`config.mk`:
```
export PLATFORM = sky130hd
export DESIGN_NAME = lrs_front
export DESIGN_NICKNAME = d
export VERILOG_FILES = /design/src/design/lrs_pkg.sv /design/src/design/lrs_front.sv
export SDC_FILE = /design/constraint.sdc
export NUM_CORES = 1
export LEC_CHECK = 0
export ABC_AREA = 1
export BUFFER_PORTS_ARGS = -buffer_cell sky130_fd_sc_hd__buf_2
export CORE_MARGIN = 2
export CORE_UTILIZATION = 59
export CTS_CLUSTER_DIAMETER = 200
export DETAILED_ROUTE_END_ITERATION = 10
export PLACE_DENSITY = 0.81
export SLEW_MARGIN = 30
export SYNTH_ARGS = -nofsm -noshare
export SYNTH_HDL_FRONTEND = slang
export SYNTH_SLANG_ARGS = --single-unit
```
`constraint.sdc`:
```
create_clock -name clk -period 11.5 [get_ports clk]
set_clock_uncertainty 0.2 [all_clocks]
set_input_delay 2.3 -clock clk [delete_from_list [all_inputs] [get_ports clk]]
set_output_delay 2.3 -clock clk [all_outputs]
set_load 0.1 [all_outputs]
```
`src/design/lrs_pkg.sv`:
```
// Shared types and constants for the linear range scaler.
package lrs_pkg;

    localparam int WORD_W = 32;
    localparam int SPAN_W = WORD_W + 1;
    localparam int PROD_W = 2 * SPAN_W - 1;
    localparam int SPLIT_W = 17;
    localparam int INDEX_W = 2;

    localparam logic [INDEX_W-1:0] REG_RAW_LOW = 2'd0;
    localparam logic [INDEX_W-1:0] REG_RAW_HIGH = 2'd1;
    localparam logic [INDEX_W-1:0] REG_EU_LOW = 2'd2;
    localparam logic [INDEX_W-1:0] REG_EU_HIGH = 2'd3;

    localparam logic OP_RAW_TO_EU = 1'b0;

    typedef struct packed {
        logic signed [SPAN_W-1:0] diff;
        logic signed [SPAN_W-1:0] span_out;
        logic signed [SPAN_W-1:0] span_in;
        logic [WORD_W-1:0]        out_lo;
        logic [WORD_W-1:0]        x;
    } item_t;

    typedef struct packed {
        logic              neg;
        logic              dz;
        logic [WORD_W-1:0] out_lo;
        logic [WORD_W-1:0] x;
    } side_t;

    typedef struct packed {
        logic              valid;
        logic [PROD_W-1:0] nq;
        logic [SPAN_W-1:0] rem;
        logic [SPAN_W-1:0] den;
        side_t             side;
    } div_stage_t;

endpackage

```
`src/design/lrs_front.sv`:
```
// Front end: configuration registers, transaction accept and span setup.
module lrs_front
    import lrs_pkg::*;
#(
    parameter int FRAC_BITS = 16
) (
    input  logic                     clk,
    input  logic                     rst_n,
    input  logic                     start,
    output logic                     busy,
    input  logic                     operation,
    input  logic signed [WORD_W-1:0] sample_in,
    input  logic                     wr_en,
    input  logic [INDEX_W-1:0]       wr_index,
    input  logic [WORD_W-1:0]        wr_data,
    input  logic                     q_full,
    output logic                     push,
    output item_t                    push_item
);

    localparam logic [WORD_W-1:0] ONE = WORD_W'(1) << FRAC_BITS;

    logic [WORD_W-1:0] raw_low_reg, raw_high_reg, eu_low_reg, eu_high_reg;
    logic              valid_reg;
    item_t             item_reg;
    item_t             item_next;
    logic [WORD_W-1:0] in_lo, in_hi, out_lo, out_hi;
    logic              accept;

    assign busy = valid_reg && q_full;
    assign accept = start && !busy;
    assign push = valid_reg && !q_full;
    assign push_item = item_reg;

    always_comb
    begin
        if (operation == OP_RAW_TO_EU)
        begin
            in_lo = raw_low_reg;
            in_hi = raw_high_reg;
            out_lo = eu_low_reg;
            out_hi = eu_high_reg;
        end
        else
        begin
            in_lo = eu_low_reg;
            in_hi = eu_high_reg;
            out_lo = raw_low_reg;
            out_hi = raw_high_reg;
        end
        item_next.diff = $signed({sample_in[WORD_W-1], sample_in})
                       - $signed({in_lo[WORD_W-1], in_lo});
        item_next.span_out = $signed({out_hi[WORD_W-1], out_hi})
                           - $signed({out_lo[WORD_W-1], out_lo});
        item_next.span_in = $signed({in_hi[WORD_W-1], in_hi})
                          - $signed({in_lo[WORD_W-1], in_lo});
        item_next.out_lo = out_lo;
        item_next.x = sample_in;
    end

    always_ff @(posedge clk or negedge rst_n)
    begin
        if (!rst_n)
        begin
            raw_low_reg <= '0;
            raw_high_reg <= ONE;
            eu_low_reg <= '0;
            eu_high_reg <= ONE;
        end
        else if (wr_en)
        begin
            case (wr_index)
                REG_RAW_LOW:  raw_low_reg <= wr_data;
                REG_RAW_HIGH: raw_high_reg <= wr_data;
                REG_EU_LOW:   eu_low_reg <= wr_data;
                REG_EU_HIGH:  eu_high_reg <= wr_data;
                default:      ;
            endcase
        end
    end

    always_ff @(posedge clk or negedge rst_n)
    begin
        if (!rst_n)
            valid_reg <= 1'b0;
        else if (accept)
            valid_reg <= 1'b1;
        else if (push)
            valid_reg <= 1'b0;
    end

    always_ff @(posedge clk)
    begin
        if (accept)
            item_reg <= item_next;
    end

endmodule

```
* After elaboration in Yosys (flattened, before gate mapping) *
Index checks and enable logic that the tools add are counted.

storage, ports and cells
  output and inout bits = 165
  bits of input ports = 72
  flip-flop bits (word level) = 292
  word-level logic and storage cells = 33

cells by class
  reduce and logical (&&, ||, !) cells = 11
  equality and inequality tests = 3
  $add $sub $neg = 3
  muxes and demuxes = 6

operators with widths
  cell                number
  $mux 32             4
  $sub 32x32->33      3
  $reduce_and 2->1    4
  $eq 2x2->1 const B  2
  $logic_and 1x1->1   3
  $eq 2x1->1 const B  1
  $logic_not 1->1     2
  $logic_not 2->1     1
  $mux 1              2
  $reduce_bool 2->1   1

* Longest topological paths before layout *
  depth after elaboration = 4
  gate-level depth with buffers = 18
  gate-level depth less buffers = 16

* Worst setup path before layout *
No wires, ideal clock.

  path kind = input port to flip-flop
  start = input q_full
  end = register item_reg, in the netlist push_item[0] (enable)
  data required time = 10.613 ns
  buffers on the path = 0
  arrival = 9.690 ns
  library setup time = 0.687 ns
  path slack = 0.923 ns
  cell stages on the path = 3
  cells stage by stage = nand2_1 -> inv_1 -> nor2_1

between the ends
  cells in the longest elaborated chain, start to end = 3

RTL lines
  what                    RTL line         source
  start: declaration      lrs_front.sv:16  input logic q_full,
  $logic_and 1x1->1       lrs_front.sv:30  assign busy = valid_reg && q_full;
  net busy                lrs_front.sv:10  output logic busy,
  $logic_not 1->1         lrs_front.sv:31  assign accept = start && !busy;
  $logic_and 1x1->1       lrs_front.sv:31
  net accept              lrs_front.sv:28  logic accept;
  end signal: assignment  lrs_front.sv:95  item_reg <= item_next;
  end: declaration        lrs_front.sv:25  item_t item_reg;

The timed path passes the listed nets, and every way through them passes these cells.
A chain may end at the register's enable or synchronous reset.

==> flow_metrics.py <==
metrics = {
    "yosys": {
        "netlist_area_um2": 18500,
        "netlist.area_leader.share": 0.264,
        "ys_seq_area_frac": 0.439,
        "synth_area_per_cell_um2": 7.19,
        "async_reset_ff_frac": 0.442,
        "ys.flop_type": "edfxtp_1",
        "synth-seq-cells": 292,
        "ys_types": 25,
        "synth.most_common_cell": "nand2_1",
        "synthTopCellsByCount": "935 x nand2_1, 513 x inv_1, 194 x o21ai_0",
        "synthCells": 2576,
        "syn_nets": 2748,
        "yosys_warnings": 0,
        "synth_top_cells_by_area": "edfxtp_1 26%, nand2_1 19%, dfrtp_1 17%, inv_1 10%, ha_1 6.6%",
        "synth_edf_count": 163,
        "synth_top_cell_by_area": "edfxtp_1",
    },
    "clock_network": {
        "clockBufferDepth": 3,
        "hold_buffers": 0,
        "clk_pin_slew_worst_paths_ps": 60,
        "cts.repair.resized": 0,
        "postCtsSetupBuffers": 0,
        "cts_max_level": 1,
        "cts_tree": "yes",
        "numCtsBuffers": 31,
        "cts-root-buf": "clkbuf_16",
        "insertion_delay_ps": 600,
        "clock-sinks": 292,
    },
    "power": {
        "comb_power_share": 0.464,
        "power.density_nw_per_um2": 218,
        "swShare": 0.471,
        "p_int_w": 0.00243,
        "irDropWorstVdd_mv": 0.153,
        "switchingPower_w": 0.00217,
        "p_seq_frac": 0.309,
        "p_leak_nw": 11.8,
        "clkPwrFrac": 0.228,
    },
    "final_layout": {
        "fin_nets": 2970,
        "largest_reg_flops": 163,
        "drive_above_1_share": 0.117,
        "synthToLayoutAreaGrowth_pct": 14.0,
    },
    "detailed_routing": {
        "first_pass_iters": 6,
        "routed_via_density": 5.33,
        "initialDrtViolationCount": 1788,
        "vias": 17200,
        "wl_per_cell_um": 17.6,
        "routed_wl_mm": 56.5,
        "ant_nets": 0,
        "drc_errors": 0,
    },
    "critical_path": {
        "critPathMaxFanout": 133,
        "cpMaxStageDelayCell": "a21oi_1",
        "crit_top_cell": "nand2_1",
        "crit_buf_inv": 4,
        "endpoint_kind": "flip-flop",
        "crit_family": "buffers and inverters",
        "cp_num_cells": 15,
        "slowest_delay_ps": 730,
        "crit_path_start_kind": "input pin",
        "crit_type": "input pin to flip-flop",
        "worstPathCellList": "buf_6, buf_6, nor2_1, a21oi_1, ha_1, nand2_1, inv_1, nand2_1, inv_1, a21oi_1, nand2_2, nand2_1, nand2_1, nand2_1, nand2_1",
        "required_ps": 11640,
        "reg2reg_depth": 14,
        "crit_arrival_ps": 5780,
    },
    "sta": {
        "worst_slack_ps": 5860,
        "rsz0062_at_grt": "no",
        "clock.fmax_ghz": 0.177,
        "fin_crit_sh": 0.491,
        "hold_violations": 0,
        "finalSetupTns_ps": 0,
        "worstMarginPinSlew_ps": 998,
        "setup_viol": 0,
        "slew_headroom": 0.327,
        "period_minus_slack_ps": 5640,
        "slew_violations": 0,
    },
    "floorplan": {
        "num_io_pins": 237,
        "coreArea_um2": 30700,
        "initial_core_util": 0.602,
        "fp.dieW_um": 181,
        "fp-row-count": 64,
        "dieArea_um2": 32800,
        "die_h_um": 181,
    },
    "grt": {
        "grt_pass1_vias": 15900,
        "grt_overflow_total": 0,
        "busiest_layer": "met2",
        "grtUsageMet1": 0.478,
        "grt.total_usage": 0.343,
        "grt_first_pass_wirelength_mm": 86.9,
        "grt_max_degree": 134,
        "grt_util_met2": 0.552,
        "antenna_found_initial": 1,
        "met3_usage": 0.0530,
    },
    "min_path": {
        "min_path_cells": 2,
        "hold_class": "flip-flop to flip-flop",
    },
    "placement": {
        "place.gp.congestion": 0.973,
        "port_buffers": 236,
        "post-place-ws_ps": 5150,
        "hpwlAfterDp_mm": 44.3,
    },
    "run_status": {
        "status": "finished clean",
    },
    "job": {
        "drv_cap": 0,
    },
}
==> layout make-up <==
cell class,count,area (um^2)
diodes,1,2.50
well taps,396,495
inverters,513,1930
fillers,2670,9630
flip-flops and latches,292,8130
multi-input cells,1717,8260
repair buffers,243,1250
clock inverters,14,175
clock buffers,44,888
==> final timing paths <==
check	startpoint	endpoint	slack, ps
worst max-delay path	operation	push_item[94]	5860
worst min-delay path	eu_high_reg[20]	eu_high_reg[20]	290
worst max register to register	raw_low_reg[12]	push_item[94]	8450
worst min register to register	eu_high_reg[20]	eu_high_reg[20]	290
max in group asynchronous	rst_n	raw_high_reg[19]	8420
min in group asynchronous	rst_n	valid_reg	1550
==> metal layers <==
| metal | up-vias | wire [um] |
|---|---|---|
| li1 | 8381 | - |
| met2 | 810 | 25300 |
| met3 | 98 | 5190 |
| met1 | 7863 | 24100 |
| met4 | 2 | 1980 |
| met5 | - | 12 |
==> worst reg2reg max path, stage by stage (launching register included) <==
cell     delay, ps
dfrtp_1        380
inv_1           70
nor2_1          40
a21oi_1        730
ha_1           440
nand2_1        130
inv_1           60
nand2_1        110
inv_1           90
a21oi_1        170
nand2_2        110
nand2_1        100
nand2_1         60
nand2_1         50
nand2_1         50
==> per-stage QoR <==
stage                     hold WS (ps)  cells  total power, W  utilization  instance area [um^2]
after floorplan                    253   2576         0.00304            -                 18500
after global placement             266   3161         0.00350        0.652                 20000
after detailed placement           273   3161         0.00353        0.652                 20000
after CTS                          288   3219         0.00458        0.686                 21100
after global routing               309   3219         0.00483        0.687                 21100
final                              286   3220         0.00460        0.687                 21100
==> kinds of logic (layout without fill, tap and decap cells) <==
kind of cell,after synthesis,count (layout),share of synthesized area
flip-flops,292,292,0.439
XOR/XNOR,45,45,0.0213
adder cells (fa/ha/maj),100,100,0.0688
AND/OR/NAND/NOR,1247,1247,0.265
other,0,1,0
AO/OA/AOI/OAI,325,325,0.0890
buffers and inverters,567,814,0.117
==> power groups by stage <==
| stage | logic [W] | clock network (W) | registers [W] |
|---|---|---|---|
| 2_1_floorplan | 0.000948 | 0 | 0.00210 |
| 3_3_place_gp | 0.00207 | 0 | 0.00143 |
| 3_5_place_dp | 0.00209 | 0 | 0.00144 |
| 4_1_cts | 0.00210 | 0.00105 | 0.00142 |
| 5_1_grt | 0.00230 | 0.00109 | 0.00144 |
| 6_report | 0.00213 | 0.00105 | 0.00142 |
==> placed cells by master (no fill, tap or decap), drive strengths merged, types with 6 or more instances in the layout <==
cell	n
nand3	71
dfrtp	127
buf	243
a21oi	125
xnor2	6
clkinv	8
nand4	12
edfxtp	163
o21ai	194
inv	514
clkbuf	44
nor2	189
and2	6
nor3	6
xor2	39
ha	97
nand2	960
Power figures use the tool's default switching activity.
