<file path="config.mk">
export PLATFORM = sky130hd
export DESIGN_NAME = lrs_queue
export DESIGN_NICKNAME = d
export VERILOG_FILES = /design/src/design/lrs_pkg.sv /design/src/design/lrs_queue.sv
export SDC_FILE = /design/constraint.sdc
export NUM_CORES = 1
export LEC_CHECK = 0
export BUFFER_PORTS_ARGS = -buffer_cell sky130_fd_sc_hd__clkbuf_2
export CAP_MARGIN = 15
export CORE_MARGIN = 5
export CORE_UTILIZATION = 52
export CTS_CLUSTER_DIAMETER = 30
export CTS_CLUSTER_SIZE = 25
export DETAILED_ROUTE_END_ITERATION = 12
export PLACE_DENSITY = 0.8
export SYNTH_ARGS = -nofsm -noshare
export SYNTH_HDL_FRONTEND = slang
export SYNTH_SLANG_ARGS = --single-unit
</file>
<file path="constraint.sdc">
create_clock -name clk -period 9.7 [get_ports clk]
set_input_delay 0.485 -clock clk [delete_from_list [all_inputs] [get_ports clk]]
set_output_delay 0.485 -clock clk [all_outputs]
set_load 0.02 [all_outputs]
</file>
<file path="src/design/lrs_pkg.sv">
// Shared types and constants for the linear range scaler.
package lrs_pkg;

    localparam int WORD_W = 32;
    localparam int SPAN_W = WORD_W + 1;
    localparam int PROD_W = 2 * SPAN_W - 1;
    localparam int SPLIT_W = 17;
    localparam int INDEX_W = 2;

    localparam logic [INDEX_W-1:0] REG_RAW_LOW = 2'd0;
    localparam logic [INDEX_W-1:0] REG_RAW_HIGH = 2'd1;
    localparam logic [INDEX_W-1:0] REG_EU_LOW = 2'd2;
    localparam logic [INDEX_W-1:0] REG_EU_HIGH = 2'd3;

    localparam logic OP_RAW_TO_EU = 1'b0;

    typedef struct packed {
        logic signed [SPAN_W-1:0] diff;
        logic signed [SPAN_W-1:0] span_out;
        logic signed [SPAN_W-1:0] span_in;
        logic [WORD_W-1:0]        out_lo;
        logic [WORD_W-1:0]        x;
    } item_t;

    typedef struct packed {
        logic              neg;
        logic              dz;
        logic [WORD_W-1:0] out_lo;
        logic [WORD_W-1:0] x;
    } side_t;

    typedef struct packed {
        logic              valid;
        logic [PROD_W-1:0] nq;
        logic [SPAN_W-1:0] rem;
        logic [SPAN_W-1:0] den;
        side_t             side;
    } div_stage_t;

endpackage

</file>
<file path="src/design/lrs_queue.sv">
// Two-entry queue between the front end and the arithmetic back end.
module lrs_queue
    import lrs_pkg::*;
(
    input  logic  clk,
    input  logic  rst_n,
    input  logic  push,
    input  item_t push_item,
    output logic  full,
    output logic  pop,
    output item_t pop_item
);

    item_t      mem [0:1];
    logic       wr_ptr_reg, rd_ptr_reg;
    logic [1:0] count_reg;

    assign full = (count_reg == 2'd2);
    // The back end never stalls, so any stored entry leaves at once.
    assign pop = (count_reg != 2'd0);
    assign pop_item = mem[rd_ptr_reg];

    always_ff @(posedge clk)
    begin
        if (push)
            mem[wr_ptr_reg] <= push_item;
    end

    always_ff @(posedge clk or negedge rst_n)
    begin
        if (!rst_n)
        begin
            wr_ptr_reg <= 1'b0;
            rd_ptr_reg <= 1'b0;
            count_reg <= 2'd0;
        end
        else
        begin
            if (push)
                wr_ptr_reg <= !wr_ptr_reg;
            if (pop)
                rd_ptr_reg <= !rd_ptr_reg;
            count_reg <= count_reg + 2'(push) - 2'(pop);
        end
    end

endmodule

</file>
* Yosys cells after proc, flatten, opt, wreduce, memory -nomap -nowiden *
Memories as Yosys holds them, arrays and structs flattened.
Index checks and enable logic that the tools add are counted.
W data, S select, Z words.

storage, ports and cells
  flip-flop bits (word level) = 4
  logic and storage cells = 12
  output and inout bits = 165
  bits in writable memories = 326
  input bits = 166
  memories kept = 1

cells by class
  mux-type cells = 2
  add/subtract/negate cells = 2
  equality and inequality tests = 1
  reductions and logical operators = 3

memories
  name  depth  width  read ports  clocked after memory_dff  wr ports  line             RTL
  mem   2      163    1           0                         1         lrs_queue.sv:14  item_t mem [0:1];

operators with widths
  kind                  number
  $add A2 B1 Y2         1
  $eq A2 B2 Y1 const B  1
  $logic_not A1 Y1      2
  $mux W1               2
  $reduce_bool A2 Y1    1
  $sub A2 B1 Y2         1

* Depth between registers and ports, before layout *
Gate-level depths: netlist of the first run.

  depth after elaboration = 2
  mapped depth = 3
  depth with buffers taken out = 3

* Worst setup path after synthesis of the first run *
No wires, ideal clock.

  kind = reg-to-reg
  start = register wr_ptr_reg
  end = memory mem[0][0] (netlist name) (enable)
  stages on the path, launching flop included = 2
  data arrival time = 7.596 ns
  data required time = 8.992 ns
  slack = 1.397 ns
  buffers on the path = 0
  setup time = 0.708 ns
  period minus slack after synthesis = 8.303 ns
  cell sequence = dfrtp_1 > nor2b_1

RTL lines
  element                 line             RTL
  start, declared         lrs_queue.sv:15  logic wr_ptr_reg, rd_ptr_reg;
  start signal, assigned  lrs_queue.sv:40  wr_ptr_reg <= !wr_ptr_reg;
  end, declared           lrs_queue.sv:14

No word-level cell before the write port.

==> results of run 1 <==
## synth_stat cells
library cell,number,area (µm²)
sky130_fd_sc_hd__nor2b_1,3,18.77
sky130_fd_sc_hd__xnor2_1,1,8.760
sky130_fd_sc_hd__dfrtp_1,4,100.1
sky130_fd_sc_hd__clkbuf_8,12,165.2
sky130_fd_sc_hd__xor2_1,2,17.52
sky130_fd_sc_hd__and2_1,1,6.260
sky130_fd_sc_hd__buf_6,6,67.56
sky130_fd_sc_hd__mux2_2,163,1836
sky130_fd_sc_hd__ha_1,1,12.51
sky130_fd_sc_hd__nand2_1,1,3.750
sky130_fd_sc_hd__or2_2,1,6.260
sky130_fd_sc_hd__edfxtp_1,326,9789
## cell type report
type / instances / area share
tap: 285 / 0.02211
timing repair buffer: 336 / 0.1053
clock inverter: 40 / 0.03273
antenna: 1 / 0.0001551
clock buffer: 76 / 0.1074
sequential: 330 / 0.6133
multi-input combinational: 173 / 0.1190
## critical path, stage by stage, from the launching register on
cell and delay [ns]:
sky130_fd_sc_hd__dfrtp_4 1.11, sky130_fd_sc_hd__buf_4 0.95, sky130_fd_sc_hd__mux2_2 0.45, sky130_fd_sc_hd__clkbuf_2 0.16
## layer usage
| metal | wire length (µm) | vias to the layer above |
|---|---|---|
| li1 | - | 2889 |
| met1 | 9101 | 3092 |
| met2 | 12820 | 277 |
| met3 | 2165 | 63 |
| met4 | 930 | 0 |
| met5 | 0 | - |
## cell families after synthesis
group / Yosys count
flip-flops: 330
XOR/XNOR: 3
buffers and inverters: 18
adder cells (fa/ha/maj): 1
AND/OR/NAND/NOR: 6
multiplexers: 163
## through the flow
| stage | cell area (µm²) | util |
|---|---|---|
| finish | 16130 | 0.7103 |
| global route | 16130 | 0.7103 |
| CTS | 16130 | 0.7102 |
| detailed placement | 13860 | 0.6102 |
| global placement | 13860 | 0.6102 |
| floorplan | 12030 | - |
## report_power, final
group          internal [mW]  total, mW  switching (mW)
Combinational          0.529       1.36           0.834
Clock                   1.55       2.25           0.704
Sequential              1.90       2.02           0.122
Total                   3.97       5.63            1.66
## path summary, 6_finish.rpt
path                                        startpoint                     end
worst max-delay path            rd_ptr_reg$_DFFE_PN0P_            pop_item[67]
worst min-delay path                     push_item[28]    mem[1][28]$_DFFE_PP_
worst max register to register  rd_ptr_reg$_DFFE_PN0P_  rd_ptr_reg$_DFFE_PN0P_
worst min register to register  wr_ptr_reg$_DFFE_PN0P_  wr_ptr_reg$_DFFE_PN0P_
max in group asynchronous                        rst_n  rd_ptr_reg$_DFFE_PN0P_
min in group asynchronous                        rst_n  wr_ptr_reg$_DFFE_PN0P_
==> flow_summary.html, run 1 <==
<table>
<tr><th>Metric</th><th>Value</th></tr>
<tr><th colspan="2">Run status</th></tr>
<tr><td>Run status</td><td>finished, final reports clean</td></tr>
<tr><th colspan="2">CTS</th></tr>
<tr><td>H-Tree Depth</td><td>3</td></tr>
<tr><td>Post-cts sizing count</td><td>0</td></tr>
<tr><td>Clock latency at the later pin of the worst-skew pair</td><td>0.52 ns</td></tr>
<tr><td>CTS tree</td><td>yes</td></tr>
<tr><td>Clock transition at the registers of the reported paths</td><td>0.05 ns</td></tr>
<tr><td>Sink count of the clock tree</td><td>330</td></tr>
<tr><td>Clock Tree Buf Depth</td><td>3</td></tr>
<tr><td>TritonCTS buffer count</td><td>66</td></tr>
<tr><td>Buffer count from post-CTS setup fixing</td><td>0</td></tr>
<tr><td>Clock root cell</td><td>sky130_fd_sc_hd__clkbuf_16</td></tr>
<tr><td>Quantity of hold-fixing buffers added after cts</td><td>1</td></tr>
<tr><th colspan="2">Timing</th></tr>
<tr><td>Unrepaired setup endpoints after global routing</td><td>false</td></tr>
<tr><td>Setup_tns</td><td>0 ns</td></tr>
<tr><td>Setup-violating endpoint count in the final report</td><td>0</td></tr>
<tr><td>Tcrit/Tclk final</td><td>0.3960</td></tr>
<tr><td>Worst Clk Skew</td><td>0.01792 ns</td></tr>
<tr><td>FMAX</td><td>260.3 MHz</td></tr>
<tr><td>Slew Limit Fails</td><td>0</td></tr>
<tr><td>Minimum clock period after layout</td><td>3.841 ns</td></tr>
<tr><td>Slew @ Worst Pin</td><td>1.188 ns</td></tr>
<tr><td>Fin worst setup slack</td><td>5.859 ns</td></tr>
<tr><td>Max transition margin</td><td>0.2080</td></tr>
<tr><td>Worst-case hold slack</td><td>0.1451 ns</td></tr>
<tr><td>Final Hold Fails</td><td>0</td></tr>
<tr><th colspan="2">Setup path</th></tr>
<tr><td>Critical Path Sink Type</td><td>output port</td></tr>
<tr><td>Setup slack on the worst flop-to-flop path</td><td>7.27 ns</td></tr>
<tr><td>Data arrival time at the worst-slack endpoint</td><td>3.36 ns</td></tr>
<tr><td>Setup crit start kind</td><td>flip-flop</td></tr>
<tr><td>Kind of critical path</td><td>flip-flop to output port</td></tr>
<tr><td>Critical Path RT</td><td>9.22 ns</td></tr>
<tr><td>CP max FO</td><td>87</td></tr>
<tr><td>Number of cells on the worst reg-to-reg path</td><td>2</td></tr>
<tr><th colspan="2">Routing</th></tr>
<tr><td>Starting DRC count in detailed routing</td><td>440</td></tr>
<tr><td>Via count normalized by instance count</td><td>5.093</td></tr>
<tr><td>DRC violations left</td><td>0</td></tr>
<tr><td>Via count of the routed design</td><td>6,321</td></tr>
<tr><td>DRT Pass-1 Iters</td><td>4</td></tr>
<tr><td>Post-route ant nets</td><td>0</td></tr>
<tr><td>Post-DR wirelength/cell</td><td>20.16 µm</td></tr>
<tr><td>Detailed Route WL</td><td>25,020 µm</td></tr>
<tr><th colspan="2">Yosys</th></tr>
<tr><td>Dominant combinational cell family by area after synthesis</td><td>multiplexers</td></tr>
<tr><td>Number of synthesized register bits</td><td>330</td></tr>
<tr><td>Area of the mapped netlist</td><td>12,030 µm²</td></tr>
<tr><td>Xor-xnor portion of the synthesized cell area</td><td>0.002184</td></tr>
<tr><td>Compound-cell area share of the yosys netlist</td><td>0</td></tr>
<tr><td>Simple-gate share of the synthesized area</td><td>0.002912</td></tr>
<tr><td>Adder-cell area share of the yosys netlist</td><td>0.001040</td></tr>
<tr><td>Mux cell area share after synthesis</td><td>0.1526</td></tr>
<tr><td>Mean cell area of the mapped netlist</td><td>23.09 µm²</td></tr>
<tr><td>Gate Count Post-Synth</td><td>521</td></tr>
<tr><td>Sequential cell area fraction in the yosys report</td><td>0.8220</td></tr>
<tr><td>Post-synth net total</td><td>688</td></tr>
<tr><td>Number of different library cells in the post-synthesis netlist</td><td>12</td></tr>
<tr><td>Yosys warnings</td><td>0</td></tr>
<tr><th colspan="2">Placed design</th></tr>
<tr><td>Placed wire-length estimate</td><td>15,920 µm</td></tr>
<tr><td>Final Wtd Congestion</td><td>0.7672</td></tr>
<tr><td>Pre-CTS setup slack</td><td>6.379 ns</td></tr>
<tr><td>Number of cells in the design after placement</td><td>1,123</td></tr>
<tr><td>Buffers on Ports</td><td>330</td></tr>
<tr><th colspan="2">Hold path</th></tr>
<tr><td>Worst hold path depth</td><td>1</td></tr>
<tr><td>Type of the tightest min-delay check</td><td>input port to flip-flop</td></tr>
<tr><th colspan="2">Die</th></tr>
<tr><td>Initial core utilization</td><td>0.5298</td></tr>
<tr><td>Die height</td><td>162.1 µm</td></tr>
<tr><td>Full die area</td><td>26,280 µm²</td></tr>
<tr><td>Core Box Area</td><td>22,710 µm²</td></tr>
<tr><td>Number of placement rows</td><td>55</td></tr>
<tr><td>Width of the die</td><td>162.1 µm</td></tr>
<tr><td>Top-level port count</td><td>331</td></tr>
<tr><th colspan="2">Final layout</th></tr>
<tr><td>Number of fillers in the final layout</td><td>1,422</td></tr>
<tr><td>Multi-input logic area</td><td>1919 µm²</td></tr>
<tr><td>Final cell count without fillers</td><td>1,241</td></tr>
<tr><td>Most common cell after layout, fill and taps aside</td><td>sky130_fd_sc_hd__clkbuf_2</td></tr>
<tr><td>Nets</td><td>1,074</td></tr>
<tr><td>Proportion of layout cells with a drive suffix above 1</td><td>0.6335</td></tr>
<tr><td>Area delta synth-&gt;final</td><td>34.07%</td></tr>
<tr><td>Most frequent cells in the layout</td><td>sky130_fd_sc_hd__clkbuf_2, sky130_fd_sc_hd__edfxtp_1, sky130_fd_sc_hd__mux2_2, sky130_fd_sc_hd__clkbuf_16, sky130_fd_sc_hd__bufinv_16</td></tr>
<tr><td>Sequential cell area in the final layout</td><td>9893 µm²</td></tr>
<tr><td>Max FFs per register</td><td>326</td></tr>
<tr><th colspan="2">Power and ir drop</th></tr>
<tr><td>Leakage</td><td>6.276 nW</td></tr>
<tr><td>IR drop worst, VDD</td><td>0.2658 mV</td></tr>
<tr><td>Overall power after layout</td><td>5.632 mW</td></tr>
<tr><td>Power per Cell Area</td><td>349.2 nW/µm²</td></tr>
<tr><th colspan="2">Global routing</th></tr>
<tr><td>Global routing's busiest layer</td><td>met2</td></tr>
<tr><td>Met3 usage in global routing</td><td>0.06902</td></tr>
<tr><td>Initial antenna violation count</td><td>1</td></tr>
<tr><td>Total congestion overflow after global routing</td><td>0</td></tr>
<tr><td>Vias in the first global route</td><td>7,204</td></tr>
<tr><td>Largest net degree at the start of global routing</td><td>88</td></tr>
<tr><td>Global Route Usage Sum</td><td>0.1865</td></tr>
<tr><td>Routing usage on met2</td><td>0.3204</td></tr>
<tr><td>M1 GR Usage</td><td>0.2060</td></tr>
<tr><td>First-pass GRT wire length</td><td>38,160 µm</td></tr>
<tr><th colspan="2">Flow run</th></tr>
<tr><td>Number of maximum-capacitance constraint violations</td><td>0</td></tr>
</table>
No activity file was read; power rests on OpenSTA's default activity.
==> inputs of run 2 (changes only) <==
--- a/config.mk
+++ b/config.mk
@@ -8,11 +8,11 @@
 export BUFFER_PORTS_ARGS = -buffer_cell sky130_fd_sc_hd__clkbuf_2
 export CAP_MARGIN = 15
 export CORE_MARGIN = 5
-export CORE_UTILIZATION = 52
+export CORE_UTILIZATION = 47
 export CTS_CLUSTER_DIAMETER = 30
 export CTS_CLUSTER_SIZE = 25
 export DETAILED_ROUTE_END_ITERATION = 12
-export PLACE_DENSITY = 0.8
+export PLACE_DENSITY = 0.77
 export SYNTH_ARGS = -nofsm -noshare
 export SYNTH_HDL_FRONTEND = slang
 export SYNTH_SLANG_ARGS = --single-unit
==> constraint.sdc (replaced) <==
create_clock -name clk -period 3.2 [get_ports clk]
set_input_delay 0.16 -clock clk [delete_from_list [all_inputs] [get_ports clk]]
set_output_delay 0.16 -clock clk [all_outputs]
set_load 0.02 [all_outputs]
==> flow_summary.html, run 2 (synthesized netlist as in run 1, its figures left out) <==
<table>
<tr><th>Metric</th><th>Value</th></tr>
<tr><th colspan="2">Final layout</th></tr>
<tr><td>Final cell count without fillers</td><td>1,450 (+17%)</td></tr>
<tr><td>Most frequent cells in the layout</td><td>sky130_fd_sc_hd__clkbuf_2, sky130_fd_sc_hd__edfxtp_1, sky130_fd_sc_hd__dlygate4sd3_1, sky130_fd_sc_hd__mux2_2, sky130_fd_sc_hd__clkbuf_16</td></tr>
<tr><td>Proportion of layout cells with a drive suffix above 1</td><td>0.5420 (-0.09147)</td></tr>
<tr><td>Max FFs per register</td><td>326 (unchanged)</td></tr>
<tr><td>Most common cell after layout, fill and taps aside</td><td>sky130_fd_sc_hd__clkbuf_2</td></tr>
<tr><td>Nets</td><td>1,240 (+15%)</td></tr>
<tr><td>Fin util</td><td>0.6949 (-0.01543)</td></tr>
<tr><td>Area delta synth-&gt;final</td><td>45.43%</td></tr>
<tr><td>Cell area after layout</td><td>17,500 µm² (+8.5%)</td></tr>
<tr><td>Number of fillers in the final layout</td><td>1,555 (+9.4%)</td></tr>
<tr><th colspan="2">Hold path</th></tr>
<tr><td>Hold path startpoint</td><td>push_item[149]</td></tr>
<tr><td>Worst hold path depth</td><td>2 (+1)</td></tr>
<tr><td>Worst hold endpoint</td><td>mem[1][149]$_DFFE_PP_</td></tr>
<tr><td>Type of the tightest min-delay check</td><td>input port to flip-flop</td></tr>
<tr><th colspan="2">CTS</th></tr>
<tr><td>Quantity of hold-fixing buffers added after cts</td><td>166 (+165)</td></tr>
<tr><td>TritonCTS buffer count</td><td>54 (-18%)</td></tr>
<tr><td>Buffer count from post-CTS setup fixing</td><td>0 (unchanged)</td></tr>
<tr><td>Sink count of the clock tree</td><td>330 (unchanged)</td></tr>
<tr><td>Clock root cell</td><td>sky130_fd_sc_hd__clkbuf_16</td></tr>
<tr><td>Clock transition at the registers of the reported paths</td><td>0.05 ns (about the same)</td></tr>
<tr><td>Post-cts sizing count</td><td>0 (unchanged)</td></tr>
<tr><td>Clock latency at the later pin of the worst-skew pair</td><td>0.54 ns (+0.02 ns)</td></tr>
<tr><td>CTS tree</td><td>yes</td></tr>
<tr><td>Clock Tree Buf Depth</td><td>3 (unchanged)</td></tr>
<tr><td>H-Tree Depth</td><td>2 (-1)</td></tr>
<tr><th colspan="2">Timing</th></tr>
<tr><td>FMAX</td><td>416.3 MHz</td></tr>
<tr><td>Fin worst setup slack</td><td>0.7978 ns (-5.061 ns)</td></tr>
<tr><td>Setup-violating endpoint count in the final report</td><td>0 (unchanged)</td></tr>
<tr><td>Final Hold Fails</td><td>0 (unchanged)</td></tr>
<tr><td>Worst-case hold slack</td><td>0.3574 ns (+0.2123 ns)</td></tr>
<tr><td>Unrepaired setup endpoints after global routing</td><td>false</td></tr>
<tr><td>Minimum clock period after layout</td><td>2.402 ns</td></tr>
<tr><td>Max transition margin</td><td>0.4000 (+0.1919)</td></tr>
<tr><td>Tcrit/Tclk final</td><td>0.7507</td></tr>
<tr><td>Slew Limit Fails</td><td>0 (unchanged)</td></tr>
<tr><td>Slew @ Worst Pin</td><td>0.8982 ns (-0.2898 ns)</td></tr>
<tr><td>Worst Clk Skew</td><td>0.01615 ns (-0.001766 ns)</td></tr>
<tr><th colspan="2">Setup path</th></tr>
<tr><td>Crit-path max cell delay</td><td>0.70 ns (-0.41 ns)</td></tr>
<tr><td>Kind of critical path</td><td>flip-flop to output port</td></tr>
<tr><td>Number of cells on the worst reg-to-reg path</td><td>2 (unchanged)</td></tr>
<tr><td>Data arrival time at the worst-slack endpoint</td><td>2.24 ns (-1.12 ns)</td></tr>
<tr><td>Setup slack on the worst flop-to-flop path</td><td>1.35 ns (-5.92 ns)</td></tr>
<tr><td>Critical Path Sink Type</td><td>output port</td></tr>
<tr><td>Setup crit start kind</td><td>flip-flop</td></tr>
<tr><td>Critical-path cell with the highest stage delay</td><td>sky130_fd_sc_hd__dfrtp_4</td></tr>
<tr><td>Critical Path RT</td><td>3.04 ns (-6.18 ns)</td></tr>
<tr><td>Worst reg2reg path endpoint</td><td>mem[0][130]$_DFFE_PP_</td></tr>
<tr><td>CP max FO</td><td>62 (-29%)</td></tr>
<tr><td>Ordered cell list for the critical path</td><td>buf_12, mux2_2, clkbuf_2</td></tr>
<tr><td>R2r startpoint</td><td>wr_ptr_reg$_DFFE_PN0P_</td></tr>
<tr><th colspan="2">Placed design</th></tr>
<tr><td>Final Wtd Congestion</td><td>0.7700 (+0.36%)</td></tr>
<tr><td>Buffers on Ports</td><td>330 (unchanged)</td></tr>
<tr><td>Number of cells in the design after placement</td><td>1,181 (+5.2%)</td></tr>
<tr><td>Total cell area at the placement stage</td><td>14,090 µm² (+1.7%)</td></tr>
<tr><td>Placed wire-length estimate</td><td>16,830 µm (+5.7%)</td></tr>
<tr><td>Pre-CTS setup slack</td><td>1.313 ns (-5.067 ns)</td></tr>
<tr><th colspan="2">Routing</th></tr>
<tr><td>Via count normalized by instance count</td><td>4.910 (-3.6%)</td></tr>
<tr><td>Post-DR wirelength/cell</td><td>20.29 µm (+0.63%)</td></tr>
<tr><td>DRC violations left</td><td>0 (unchanged)</td></tr>
<tr><td>Post-route ant nets</td><td>0 (unchanged)</td></tr>
<tr><td>DRT Pass-1 Iters</td><td>4 (unchanged)</td></tr>
<tr><td>Detailed Route WL</td><td>29,420 µm (+18%)</td></tr>
<tr><td>Via count of the routed design</td><td>7,120 (+13%)</td></tr>
<tr><td>Starting DRC count in detailed routing</td><td>494 (+12%)</td></tr>
<tr><th colspan="2">Die</th></tr>
<tr><td>Initial core utilization</td><td>0.4778 (-0.05202)</td></tr>
<tr><td>Number of placement rows</td><td>58 (+5.5%)</td></tr>
<tr><td>Die height</td><td>170.0 µm (+4.9%)</td></tr>
<tr><td>Top-level port count</td><td>331 (unchanged)</td></tr>
<tr><td>Core Box Area</td><td>25,180 µm² (+11%)</td></tr>
<tr><td>Width of the die</td><td>170.0 µm (+4.9%)</td></tr>
<tr><td>Full die area</td><td>28,900 µm² (+10%)</td></tr>
<tr><th colspan="2">Power and ir drop</th></tr>
<tr><td>IR drop worst, VDD</td><td>0.6188 mV (+130%)</td></tr>
<tr><td>Leakage</td><td>6.814 nW (+8.6%)</td></tr>
<tr><td>Power per Cell Area</td><td>917.1 nW/µm² (+160%)</td></tr>
<tr><th colspan="2">Global routing</th></tr>
<tr><td>Total congestion overflow after global routing</td><td>0 (unchanged)</td></tr>
<tr><td>Vias in the first global route</td><td>8,103 (+12%)</td></tr>
<tr><td>Global Route Usage Sum</td><td>0.1984 (+0.01192)</td></tr>
<tr><td>Largest net degree at the start of global routing</td><td>63 (-28%)</td></tr>
<tr><td>First-pass GRT wire length</td><td>44,620 µm (+17%)</td></tr>
<tr><td>Initial antenna violation count</td><td>1 (unchanged)</td></tr>
<tr><th colspan="2">Run status</th></tr>
<tr><td>Run status</td><td>finished, final reports clean</td></tr>
<tr><th colspan="2">Flow run</th></tr>
<tr><td>Number of maximum-capacitance constraint violations</td><td>0 (unchanged)</td></tr>
</table>
## run 2: how the worst max path moves through the flow
stage,end,start,slack [ns]
floorplan,mem[0][0]$_DFFE_PP_,wr_ptr_reg$_DFFE_PN0P_,-0.07
detailed placement,mem[0][31]$_DFFE_PP_,wr_ptr_reg$_DFFE_PN0P_,1.31
CTS,pop_item[111],rd_ptr_reg$_DFFE_PN0P_,0.76
finish,pop_item[86],rd_ptr_reg$_DFFE_PN0P_,0.80
global placement,mem[0][13]$_DFFE_PP_,wr_ptr_reg$_DFFE_PN0P_,1.30
global route,pop_item[86],rd_ptr_reg$_DFFE_PN0P_,0.71
## run 2: metrics by stage
step / power (mW) / TNS (ns)
final: 16.05 / 0
after global routing: 16.70 / 0
after CTS: 16.11 / 0
after detailed placement: 10.51 / 0
after global placement: 10.44 / 0
after floorplan: 9.159 / -10.72
## run 2: per-layer routing
metal  share of wire  vias to the layer above  track usage
li1                -                     3220            -
met2            0.54                      305       0.3718
met3           0.073                       59      0.05296
met5               0                        -            0
met4           0.027                        0      0.06632
met1            0.36                     3536       0.2176
## run 2: cell type report
class	instances	area, µm²	area share
repair buffers	514	3523	0.2014
diodes	2	5.005	0.0002860
flip-flops and latches	330	9893	0.5654
multi-input cells	173	1919	0.1097
clock buffers	58	1366	0.07808
well taps	330	412.9	0.02360
clock inverters	43	377.9	0.02159
## run 2: critical path, delay by kind of cell (launching register included)
family	cells	cell delay, ns
multiplexers	1	0.41
flip-flops	1	0.70
buffers and inverters	2	0.54
## run 2: power by group
group | switching [mW] | internal [mW]
Clock | 1.99 | 3.44
Sequential | 0.271 | 5.73
Combinational | 2.78 | 1.85
